<file path="config.mk">
export PLATFORM = sky130hd
export DESIGN_NAME = load_cell_serial_readout_unit
export DESIGN_NICKNAME = d
export VERILOG_FILES = /design/src/hw/rtl/lcsr_pkg.sv /design/src/hw/rtl/load_cell_serial_readout_unit.sv /design/src/hw/rtl/lcsr_fifo.sv /design/src/hw/rtl/lcsr_front.sv /design/src/hw/rtl/lcsr_back.sv
export SDC_FILE = /design/constraint.sdc
export NUM_CORES = 2
export LEC_CHECK = 0
export BUFFER_PORTS_ARGS = -buffer_cell sky130_fd_sc_hd__buf_2
export CAP_MARGIN = 20
export CORE_UTILIZATION = 45
export DETAILED_ROUTE_END_ITERATION = 8
export PLACE_DENSITY = 0.72
export SLEW_MARGIN = 20
export SYNTH_ARGS = -nofsm -noshare
export SYNTH_HDL_FRONTEND = slang
export SYNTH_HIERARCHICAL = 1
export SYNTH_SLANG_ARGS = --single-unit
</file>
<file path="constraint.sdc">
create_clock -name clk -period 7.05 [get_ports clk]
set_input_delay 1.41 -clock clk [delete_from_list [all_inputs] [get_ports clk]]
set_output_delay 1.41 -clock clk [all_outputs]
set_load 0.03 [all_outputs]
</file>
<file path="src/hw/rtl/lcsr_pkg.sv">
// Types and constants shared by the load-cell serial readout modules.
package lcsr_pkg;

    localparam int RAW_W      = 32;
    localparam int COUNT_W    = 24;
    localparam int WEIGHT_W   = 18;
    localparam int HALF_W     = 10;
    localparam int SCALE_W    = 24;
    localparam int FRAC_W     = 24;
    localparam int BIAS_W     = 16;
    localparam int PROD_W     = RAW_W + SCALE_W;
    localparam int TDATA_W    = 48;
    localparam int TDATA_PAD  = TDATA_W - 1 - COUNT_W - WEIGHT_W;
    localparam int S_TDATA_W  = 8;
    localparam int QUEUE_AW   = 2;

    localparam int CFG_IDX_W  = 2;
    localparam int CFG_DATA_W = 24;

    localparam logic [CFG_IDX_W-1:0] CFG_HALF_PERIOD = 2'd0;
    localparam logic [CFG_IDX_W-1:0] CFG_TARE        = 2'd1;
    localparam logic [CFG_IDX_W-1:0] CFG_SCALE       = 2'd2;
    localparam logic [CFG_IDX_W-1:0] CFG_BIAS        = 2'd3;

    localparam logic [HALF_W-1:0]  HALF_RESET  = 10'd5;
    localparam logic [COUNT_W-1:0] TARE_RESET  = 24'd8417865;
    localparam logic [SCALE_W-1:0] SCALE_RESET = 24'd156505;
    localparam logic [BIAS_W-1:0]  BIAS_RESET  = 16'd350;

    typedef enum logic [1:0] {
        PH_WAIT,
        PH_HIGH,
        PH_LOW
    } phase_t;

    // One tick's outcome as the sequencer leaves it in the queue.
    typedef struct packed {
        logic             clock_pin;
        logic             reading_valid;
        logic [RAW_W-1:0] raw;
    } rec_t;

    typedef struct packed {
        logic               clock_pin;
        logic               reading_valid;
        logic [COUNT_W-1:0] raw_count;
        logic               neg;
        logic [RAW_W-1:0]   mag;
    } diff_t;

    typedef struct packed {
        logic               clock_pin;
        logic               reading_valid;
        logic [COUNT_W-1:0] raw_count;
        logic               neg;
        logic [PROD_W-1:0]  prod;
    } prod_t;

endpackage

</file>
<file path="src/hw/rtl/load_cell_serial_readout_unit.sv">
// Top level of the load-cell serial readout unit.
// Each input item is one tick carrying the sampled converter data level, and each
// tick yields exactly one result item with the serial clock level to drive; on the
// tick that finishes a conversion the result also carries the flipped raw count and
// the weight. Items are taken one per clock cycle while the queue is not full, and
// results leave one per cycle while m_tready is high. An accepted item is written
// into a four-entry queue and then passes the tare-subtract and 32x24 multiply stages
// into the output register, which takes the rounding with bias and clamp. While
// results are held off, up to seven ticks are buffered before s_tready drops. A conversion
// spans one start tick plus 2 x SAMPLE_BITS + 1 half periods of half_period_ticks ticks
// each. Configuration is to be written only while idle; the block does not enforce it.
module load_cell_serial_readout_unit #(
    parameter int SAMPLE_BITS = 24
) (
    input  logic                                clk,
    input  logic                                rst_n,
    input  logic                                s_tvalid,
    output logic                                s_tready,
    input  logic [lcsr_pkg::S_TDATA_W-1:0]      s_tdata,   // [0] data_pin
    output logic                                m_tvalid,
    input  logic                                m_tready,
    output logic [lcsr_pkg::TDATA_W-1:0]        m_tdata,   // [0] clock_pin, [24:1] raw_count,
                                                           // [42:25] weight
    output logic                                m_tuser,   // [0] reading_valid
    input  logic                                cfg_we,
    input  logic [lcsr_pkg::CFG_IDX_W-1:0]      cfg_index,
    input  logic [lcsr_pkg::CFG_DATA_W-1:0]     cfg_wdata
);

    logic [lcsr_pkg::HALF_W-1:0]    half_period_reg;
    logic [lcsr_pkg::COUNT_W-1:0]   tare_reg;
    logic [lcsr_pkg::SCALE_W-1:0]   scale_reg;
    logic [lcsr_pkg::BIAS_W-1:0]    bias_reg;

    logic            step;
    logic            full;
    logic            empty;
    logic            pop;
    lcsr_pkg::rec_t  front_rec;
    lcsr_pkg::rec_t  queue_rec;

    assign s_tready = !full;
    assign step     = s_tvalid && s_tready;

    always_ff @(posedge clk or negedge rst_n)
    begin
        if (!rst_n)
        begin
            half_period_reg <= lcsr_pkg::HALF_RESET;
            tare_reg        <= lcsr_pkg::TARE_RESET;
            scale_reg       <= lcsr_pkg::SCALE_RESET;
            bias_reg        <= lcsr_pkg::BIAS_RESET;
        end
        else if (cfg_we)
        begin
            case (cfg_index)
                lcsr_pkg::CFG_HALF_PERIOD: half_period_reg <= cfg_wdata[lcsr_pkg::HALF_W-1:0];
                lcsr_pkg::CFG_TARE:        tare_reg        <= cfg_wdata[lcsr_pkg::COUNT_W-1:0];
                lcsr_pkg::CFG_SCALE:       scale_reg       <= cfg_wdata[lcsr_pkg::SCALE_W-1:0];
                lcsr_pkg::CFG_BIAS:        bias_reg        <= cfg_wdata[lcsr_pkg::BIAS_W-1:0];
                default:                   half_period_reg <= half_period_reg;
            endcase
        end
    end

    lcsr_front #(
        .SAMPLE_BITS (SAMPLE_BITS)
    ) u_front (
        .clk         (clk),
        .rst_n       (rst_n),
        .step        (step),
        .data_pin    (s_tdata[0]),
        .half_period (half_period_reg),
        .rec         (front_rec)
    );

    lcsr_fifo u_fifo (
        .clk   (clk),
        .rst_n (rst_n),
        .push  (step),
        .din   (front_rec),
        .full  (full),
        .pop   (pop),
        .dout  (queue_rec),
        .empty (empty)
    );

    lcsr_back u_back (
        .clk         (clk),
        .rst_n       (rst_n),
        .in_rec      (queue_rec),
        .in_valid    (!empty),
        .pop         (pop),
        .tare_offset (tare_reg),
        .scale_q24   (scale_reg),
        .weight_bias (bias_reg),
        .m_tvalid    (m_tvalid),
        .m_tready    (m_tready),
        .m_tdata     (m_tdata),
        .m_tuser     (m_tuser)
    );

endmodule

</file>
<file path="src/hw/rtl/lcsr_fifo.sv">
// Short queue of tick records between the sequencer and the arithmetic pipeline.
module lcsr_fifo (
    input  logic          clk,
    input  logic          rst_n,
    input  logic          push,
    input  lcsr_pkg::rec_t din,
    output logic          full,
    input  logic          pop,
    output lcsr_pkg::rec_t dout,
    output logic          empty
);

    localparam int DEPTH = 1 << lcsr_pkg::QUEUE_AW;

    lcsr_pkg::rec_t                 entry_reg [DEPTH];
    logic [lcsr_pkg::QUEUE_AW-1:0]  wr_ptr_reg;
    logic [lcsr_pkg::QUEUE_AW-1:0]  rd_ptr_reg;
    logic [lcsr_pkg::QUEUE_AW:0]    count_reg;
    logic [lcsr_pkg::QUEUE_AW:0]    count_next;

    assign full  = (count_reg == (lcsr_pkg::QUEUE_AW + 1)'(DEPTH));
    assign empty = (count_reg == '0);
    assign dout  = entry_reg[rd_ptr_reg];

    always_comb
    begin
        count_next = count_reg;
        if (push && !pop)
        begin
            count_next = count_reg + 1'b1;
        end
        else if (pop && !push)
        begin
            count_next = count_reg - 1'b1;
        end
    end

    always_ff @(posedge clk or negedge rst_n)
    begin
        if (!rst_n)
        begin
            wr_ptr_reg <= '0;
            rd_ptr_reg <= '0;
            count_reg  <= '0;
        end
        else
        begin
            if (push)
            begin
                wr_ptr_reg <= wr_ptr_reg + 1'b1;
            end
            if (pop)
            begin
                rd_ptr_reg <= rd_ptr_reg + 1'b1;
            end
            count_reg <= count_next;
        end
    end

    always_ff @(posedge clk)
    begin
        if (push)
        begin
            entry_reg[wr_ptr_reg] <= din;
        end
    end

endmodule

</file>
<file path="src/hw/rtl/lcsr_front.sv">
// Serial clock sequencer: one step per accepted item, shifts in the converter word.
module lcsr_front #(
    parameter int SAMPLE_BITS = 24
) (
    input  logic                          clk,
    input  logic                          rst_n,
    input  logic                          step,
    input  logic                          data_pin,
    input  logic [lcsr_pkg::HALF_W-1:0]   half_period,
    output lcsr_pkg::rec_t                rec
);

    localparam int CNT_W = $clog2(SAMPLE_BITS + 1);
    localparam logic [SAMPLE_BITS-1:0] SIGN_MASK = {1'b1, {(SAMPLE_BITS - 1){1'b0}}};

    lcsr_pkg::phase_t               phase_reg;
    lcsr_pkg::phase_t               phase_next;
    logic [CNT_W-1:0]               bit_cnt_reg;
    logic [CNT_W-1:0]               bit_cnt_next;
    logic [lcsr_pkg::HALF_W-1:0]    tick_reg;
    logic [lcsr_pkg::HALF_W-1:0]    tick_next;
    logic [SAMPLE_BITS-1:0]         shift_reg;
    logic [SAMPLE_BITS-1:0]         shift_next;
    logic                           clk_level_reg;
    logic                           clk_level_next;

    logic [lcsr_pkg::HALF_W-1:0]    half_eff;
    logic [lcsr_pkg::HALF_W-1:0]    tick_inc;
    logic                           half_done;

    always_comb
    begin
        half_eff  = (half_period == '0) ? lcsr_pkg::HALF_W'(1) : half_period;
        tick_inc  = tick_reg + 1'b1;
        half_done = (tick_inc >= half_eff) || (tick_inc == '0);
    end

    always_comb
    begin
        phase_next         = phase_reg;
        bit_cnt_next       = bit_cnt_reg;
        tick_next          = tick_reg;
        shift_next         = shift_reg;
        clk_level_next     = clk_level_reg;
        rec.reading_valid  = 1'b0;
        rec.raw            = '0;
        case (phase_reg)
            lcsr_pkg::PH_HIGH:
            begin
                tick_next = half_done ? '0 : tick_inc;
                if (half_done)
                begin
                    clk_level_next = 1'b0;
                    if (bit_cnt_reg >= CNT_W'(SAMPLE_BITS))
                    begin
                        rec.reading_valid = 1'b1;
                        rec.raw           = lcsr_pkg::RAW_W'(shift_reg ^ SIGN_MASK);
                        phase_next        = lcsr_pkg::PH_WAIT;
                        bit_cnt_next      = '0;
                    end
                    else
                    begin
                        phase_next = lcsr_pkg::PH_LOW;
                    end
                end
            end
            lcsr_pkg::PH_LOW:
            begin
                tick_next = half_done ? '0 : tick_inc;
                if (half_done)
                begin
                    shift_next     = {shift_reg[SAMPLE_BITS-2:0], data_pin};
                    bit_cnt_next   = bit_cnt_reg + 1'b1;
                    clk_level_next = 1'b1;
                    phase_next     = lcsr_pkg::PH_HIGH;
                end
            end
            default:
            begin
                phase_next     = lcsr_pkg::PH_WAIT;
                clk_level_next = 1'b0;
                if (!data_pin)
                begin
                    clk_level_next = 1'b1;
                    phase_next     = lcsr_pkg::PH_HIGH;
                    tick_next      = '0;
                    bit_cnt_next   = '0;
                    shift_next     = '0;
                end
            end
        endcase
        rec.clock_pin = clk_level_next;
    end

    always_ff @(posedge clk or negedge rst_n)
    begin
        if (!rst_n)
        begin
            phase_reg     <= lcsr_pkg::PH_WAIT;
            bit_cnt_reg   <= '0;
            tick_reg      <= '0;
            shift_reg     <= '0;
            clk_level_reg <= 1'b0;
        end
        else if (step)
        begin
            phase_reg     <= phase_next;
            bit_cnt_reg   <= bit_cnt_next;
            tick_reg      <= tick_next;
            shift_reg     <= shift_next;
            clk_level_reg <= clk_level_next;
        end
    end

endmodule

</file>
<file path="src/hw/rtl/lcsr_back.sv">
// Weight pipeline: tare subtract, scale multiply, round toward zero, bias and clamp.
module lcsr_back (
    input  logic                            clk,
    input  logic                            rst_n,
    input  lcsr_pkg::rec_t                  in_rec,
    input  logic                            in_valid,
    output logic                            pop,
    input  logic [lcsr_pkg::COUNT_W-1:0]    tare_offset,
    input  logic [lcsr_pkg::SCALE_W-1:0]    scale_q24,
    input  logic [lcsr_pkg::BIAS_W-1:0]     weight_bias,
    output logic                            m_tvalid,
    input  logic                            m_tready,
    output logic [lcsr_pkg::TDATA_W-1:0]    m_tdata,
    output logic                            m_tuser
);

    localparam int RW = lcsr_pkg::RAW_W;
    localparam int WW = lcsr_pkg::WEIGHT_W;

    logic              v1_reg;
    logic              v2_reg;
    logic              v3_reg;
    logic              en1;
    logic              en2;
    logic              en3;

    lcsr_pkg::diff_t   s1_reg;
    lcsr_pkg::diff_t   s1_next;
    lcsr_pkg::prod_t   s2_reg;
    lcsr_pkg::prod_t   s2_next;
    logic [lcsr_pkg::TDATA_W-1:0] out_reg;
    logic [lcsr_pkg::TDATA_W-1:0] out_next;
    logic              user_reg;

    logic [RW:0]       diff;
    logic [RW-1:0]     quot;
    logic [RW:0]       signed_q;
    logic [RW+1:0]     biased;
    logic [WW-1:0]     weight;

    assign en3 = !v3_reg || m_tready;
    assign en2 = !v2_reg || en3;
    assign en1 = !v1_reg || en2;
    assign pop = in_valid && en1;

    assign m_tvalid = v3_reg;
    assign m_tdata  = out_reg;
    assign m_tuser  = user_reg;

    always_comb
    begin
        diff                 = {1'b0, in_rec.raw} - (RW + 1)'(tare_offset);
        s1_next.clock_pin     = in_rec.clock_pin;
        s1_next.reading_valid = in_rec.reading_valid;
        s1_next.raw_count     = in_rec.raw[lcsr_pkg::COUNT_W-1:0];
        s1_next.neg           = diff[RW];
        s1_next.mag           = diff[RW] ? RW'(-diff) : diff[RW-1:0];
    end

    always_comb
    begin
        s2_next.clock_pin     = s1_reg.clock_pin;
        s2_next.reading_valid = s1_reg.reading_valid;
        s2_next.raw_count     = s1_reg.raw_count;
        s2_next.neg           = s1_reg.neg;
        s2_next.prod          = lcsr_pkg::PROD_W'(s1_reg.mag)
                              * lcsr_pkg::PROD_W'(scale_q24);
    end

    always_comb
    begin
        quot     = s2_reg.prod[lcsr_pkg::PROD_W-1:lcsr_pkg::FRAC_W];
        signed_q = s2_reg.neg ? -{1'b0, quot} : {1'b0, quot};
        biased   = {signed_q[RW], signed_q} - (RW + 2)'(weight_bias);
        if (biased[RW+1:WW-1] != {(RW - WW + 3){biased[RW+1]}})
        begin
            weight = biased[RW+1] ? {1'b1, {(WW - 1){1'b0}}} : {1'b0, {(WW - 1){1'b1}}};
        end
        else
        begin
            weight = biased[WW-1:0];
        end
        if (!s2_reg.reading_valid)
        begin
            weight = '0;
        end
        out_next = {{lcsr_pkg::TDATA_PAD{1'b0}}, weight, s2_reg.raw_count,
                    s2_reg.clock_pin};
    end

    always_ff @(posedge clk or negedge rst_n)
    begin
        if (!rst_n)
        begin
            v1_reg <= 1'b0;
            v2_reg <= 1'b0;
            v3_reg <= 1'b0;
        end
        else
        begin
            if (en1)
            begin
                v1_reg <= in_valid;
            end
            if (en2)
            begin
                v2_reg <= v1_reg;
            end
            if (en3)
            begin
                v3_reg <= v2_reg;
            end
        end
    end

    always_ff @(posedge clk)
    begin
        if (pop)
        begin
            s1_reg <= s1_next;
        end
        if (en2 && v1_reg)
        begin
            s2_reg <= s2_next;
        end
        if (en3 && v2_reg)
        begin
            out_reg  <= out_next;
            user_reg <= s2_reg.reading_valid;
        end
    end

endmodule

</file>
# After elaboration in Yosys (flattened, before gate mapping)
# Memory sizes are Yosys's and may differ from the RTL's.
# Cells that the tools add are included.
[classes]
add_sub_neg = 10
mul = 1
order_cmp = 2
n_eq_ne = 13
mux = 32
n_bitwise = 2
reduce_logical = 31
[op_table]
columns = ["cell", "n"]
rows = [
  ["$mux 33", 4],
  ["$mul 32x24->56", 1],
  ["$mux 24", 2],
  ["$pmux 24 s2", 1],
  ["$mux 10", 4],
  ["$mux 18", 2],
  ["$sub 33x17->34", 1],
  ["$neg 32->33", 1],
  ["$sub 32x24->33", 1],
  ["$mux 32", 1],
  ["$neg 32->32", 1],
  ["$logic_not 10->1", 2],
  ["$mux 5", 4],
  ["$ne 16x16->1", 1],
  ["$add 10x1->10 const B", 1],
  ["$ge 10x10->1", 1],
  ["$pmux 5 s2", 1],
  ["$reduce_and 2->1", 5],
  ["$ne 2x1->1 const B", 4],
  ["$logic_not 1->1", 7],
  ["$eq 2x2->1 const B", 3],
  ["$logic_and 1x1->1", 6],
  ["$mux 1", 6],
  ["$mux 2", 3],
  ["21 further kinds", 28],
]
[word_totals]
register_bits = 312
ramBits = 136
in_bits = 39
output_inout_bits = 51
memories = 1
[memory_table]
columns = ["memory", "depth", "width", "read_ports", "rd_ports_with_merged_regs", "wr", "line_no", "rtl"]
rows = [
  ["u_fifo.entry_reg", 4, 34, 1, 0, 1, "lcsr_fifo.sv:15", "lcsr_pkg::rec_t entry_reg [DEPTH];"],
]

# Depth between registers and ports, before layout
[logic_depth]
ltp_word = 8
ltp_mapped = 27
ltp_nobuf = 25

# Hierarchy
# The synthesis kept the hierarchy.
[modules_own_cells]
columns = ["module", "instances", "cells_each", "area_each_um2", "seq_area_each_um2"]
rows = [
  ["lcsr_back", 1, 3545, 33751.1, 4939.7],
  ["lcsr_fifo", 1, 212, 5353.9, 4259.1],
  ["load_cell_serial_readout_unit", 1, 161, 2822.7, 1883.1],
  ["lcsr_front", 1, 317, 2817.7, 1051.0],
]

# Worst setup path before layout
# Ideal clock, no wire load.
[synth_path]
path_type = "input port to flip-flop"
start = "in m_tready"
end = "reg u_fifo/count_reg[1] (netlist name)"
setup_time_ns = 0.125
arrival_time_ns = 7.431
setup_slack_ns = -0.506
path_stages = 8
cell_sequence = "nand2b_1 > nor2_1 > a21boi_0 > inv_1 > ha_1 > inv_1 > fa_1 > mux2_2"
[synth_between]
elab_chain_cells = 7
[synth_lines]
columns = ["element", "line_no", "rtl"]
rows = [
  ["start, declared", "load_cell_serial_readout_unit.sv:21", "input logic m_tready,"],
  ["$logic_or 1x1->1", "lcsr_back.sv:41", "assign en3 = !v3_reg || m_tready;"],
  ["$logic_or 1x1->1", "lcsr_back.sv:42", "assign en2 = !v2_reg || en3;"],
  ["$logic_or 1x1->1", "lcsr_back.sv:43", "assign en1 = !v1_reg || en2;"],
  ["$logic_and 1x1->1", "lcsr_back.sv:44", "assign pop = in_valid && en1;"],
  ["via pop", "load_cell_serial_readout_unit.sv:38", "logic pop;"],
  ["$logic_not 1->1", "lcsr_fifo.sv:28", "if (push && !pop)"],
  ["$logic_and 1x1->1", "lcsr_fifo.sv:28", ""],
  ["$mux 3", "lcsr_fifo.sv:28", ""],
  ["via u_fifo.count_next (one bit)", "lcsr_fifo.sv:19", "logic [lcsr_pkg::QUEUE_AW:0] count_next;"],
  ["end signal, assigned", "lcsr_fifo.sv:56", "count_reg <= count_next;"],
  ["end, declared", "lcsr_fifo.sv:18", "logic [lcsr_pkg::QUEUE_AW:0] count_reg;"],
]
# The timed path passes the listed nets, and every way through them passes these cells.
# A chain may end at the register's enable or synchronous reset.

==> metrics.md <==
| Metric | Value |
|---|---|
| Clock Root Buffer | `clkbuf_16` |
| Clock Path Buffers | `3` |
| Crit path depth | `24` |
| Die height | `317 um` |
| Critical path class | `reg -> reg` |
| Setup crit end kind | `flip-flop` |
| Initial antenna violation count | `5` |
| Place WS | `-0.322 ns` |
| Area growth syn-to-layout | `12.2%` |
| Largest net degree at the start of global routing | `68` |
| Slew HR | `26.0%` |
| Core Region | `98,400 sq um` |
| Hold depth | `0` |
| CP arrival | `7.31 ns` |
| Top post-synthesis cells by area | `fa_1, edfxtp_1, inv_1` |
| Post-Syn Area per Cell | `10.6 sq um` |
| Fillers | `8,562` |
| Post-DR wirelength/cell | `20.1 um` |
| Fmax | `143 MHz` |
| Synth Cell Area | `44,700 sq um` |
| Max Transition Viols Final | `0` |
| Chip width | `317 um` |
| Multi-input gate area | `28,900 sq um` |
| Count of cell types in the netlist | `109` |
| CTS tree | `done` |
| Slowest cell on crit path | `dfstp_4` |
| Drt via density | `5.45` |
| # IOs | `90` |
| Non-filler instance count after layout | `5,726` |
| Total GRT Usage | `23.4%` |
| Buf/Inv on CP | `7` |
| Setup TNS | `0 ns` |
| Clock sinks | `424` |
| Synth Register Bits | `424` |
| Required time of the critical path | `7.37 ns` |
| Post-route setup slack | `0.0590 ns` |
| Post-synth EDFFs | `298` |
| CP startpoint kind | `flip-flop` |
| Critical path's largest stage delay | `0.73 ns` |
| Commonest non-fill, non-tap cells in the layout | `inv_1, fa_1, nand2_1` |
| Crit-path max FO | `7` |
| FFs w/ async S/R, synth | `29.7%` |
| H-Tree Level Count | `2` |
| Rows | `115` |
| First-pass GRT wire length | `182,000 um` |
| Final Hold Fails | `0` |
| Post-Syn Instances | `4,235` |
| Clock Latency Late Sink | `0.59 ns` |
| Worst-case clock skew | `0.0363 ns` |
| Biggest area consumer among synthesized cells | `fa_1` |
| Commonest non-fill, non-tap cell in the layout | `inv_1` |
| Remaining DRCs | `0` |
| Routability cong. | `0.921` |
| Max-cap viol count | `0` |
| Final #Nets | `5,344` |
| Final min period | `6.99 ns` |
| Status | `completed` |
| Top Family by Delay on Critical Path | `adder cells` |
| Initial Utilization | `45.5%` |
| Min Hold Slack | `0.417 ns` |
| Cells on worst reg2reg path | `24` |
| Setup slack, reg-to-reg | `0.06 ns` |
| Largest register FFs | `136` |
| RSZ-0062 raised after global routing | `true` |
| Initial DRC Count | `2,574` |
| Crit path top cell by count | `fa_1` |
| Vias in the first global route | `32,500` |
| Detail Placement HPWL | `85,400 um` |
| Register cell area after layout | `12,100 sq um` |
| Die Footprint | `101,000 sq um` |
| Routed WL | `115,000 um` |
| Clock transition at path regs | `0.07 ns` |
| Yosys top cell area share | `29.5%` |
| DR vias | `31,200` |
| Register area share after synthesis | `27.1%` |
| Tightest Hold Check Type | `reg -> reg` |
| Gr ovfl total | `0` |
| Total CTS buffers | `41` |
| Antenna Nets Post-Route | `0` |
| Final worst path period share | `99.2%` |
| Worst-margin pin slew | `1.11 ns` |
| Detailed Routing Iterations Pass 1 | `6` |
| Share of layout cells above drive strength 1 | `15.1%` |
| Crit-path cells | `buf_12, buf_6, and2_1, fa_1, fa_1, inv_1, fa_1, fa_1, inv_1, fa_1, fa_1, inv_1, fa_1, inv_1, ha_1, nand4_1, buf_4, a21oi_1, nor2b_1, a311o_1, a21oi_4, nand4_1, and3b_1, xnor2_1` |
| Synth Flop Type | `edfxtp_1` |
| Yosys Warn Count | `6` |
| Count of final setup violators | `0` |
| Dpl cells | `5,620` |
| Port Buf Inserts | `77` |
cells by family (layout without fill, tap and decap cells):
family / Yosys count / in the layout / synth area share, %
AOI/OAI and AO/OA: 388 / 388 / 6.25
buffers and inverters: 1034 / 1226 / 9.30
adders and majority gates: 900 / 900 / 36.2
DFF: 424 / 424 / 27.1
muxes: 141 / 141 / 4.37
other: 2 / 14 / 0.0168
and+or+nand+nor: 1200 / 1200 / 13.8
xor gates and xnor gates: 146 / 146 / 2.86
synth_stat cells, types with 28 or more instances:
library cell / n
inv_1: 820
fa_1: 660
nand2_1: 474
and2_1: 411
edfxtp_1: 298
ha_1: 240
clkbuf_1: 166
dfrtp_1: 101
a21oi_1: 92
xnor2_1: 92
mux2_2: 77
nor2_1: 64
o21ai_0: 60
nor3_1: 54
xor2_1: 54
a21o_1: 48
nand3_1: 47
mux2i_1: 30
mux4_2: 28
routing by layer:
| metal | routed length, um | vias up | global-route usage, % |
|---|---|---|---|
| li1 | - | 13800 | - |
| met1 | 47200 | 15900 | 31.5 |
| met2 | 54800 | 1228 | 38.8 |
| met3 | 8840 | 277 | 3.63 |
| met4 | 4400 | 2 | 7.80 |
| met5 | 13 | - | 0 |
final cells by class:
class | instances | area share (%)
Clock inverter | 25 | 0.494
Inverter | 820 | 6.13
Sequential cell | 424 | 24.2
Antenna cell | 1 | 0.00499
Clock buffer | 51 | 2.26
Tap cell | 1287 | 3.21
Timing Repair Buffer | 330 | 6.19
Multi-Input combinational cell | 2788 | 57.5
through the flow:
step	util (%)	area, sq um
floorplan	-	44800
global placement	48.8	48100
detailed placement	48.8	48100
CTS	50.5	49700
global route	51.0	50200
finish	51.0	50200
final timing paths:
kind / start / endpoint
min in group asynchronous: rst_n / scale_reg[1]$_DFFE_PN0P_
hold reg to reg: u_back/out_next[7]$_DFFE_PP_ / u_back/m_tdata[7]$_DFFE_PP_
setup reg to reg: scale_reg[0]$_DFFE_PN1P_ / u_back/quot[29]$_DFFE_PP_
setup / recovery: scale_reg[0]$_DFFE_PN1P_ / u_back/quot[29]$_DFFE_PP_
hold / removal: u_back/out_next[7]$_DFFE_PP_ / u_back/m_tdata[7]$_DFFE_PP_
max in group asynchronous: rst_n / u_fifo/rd_ptr_reg[0]$_DFFE_PN0P_
repair_timing:
item,4_1_cts,5_1_grt
endpoints found under the setup margin,18,27
pin swaps,11,92
hold buffers,0,0
gates resized for setup,23,98
cloned,2,2
setup buffers,14,13
Power is left out: the tool's default activity adds up to more than one toggle a clock period on the data nets, which glitch-free logic cannot reach.
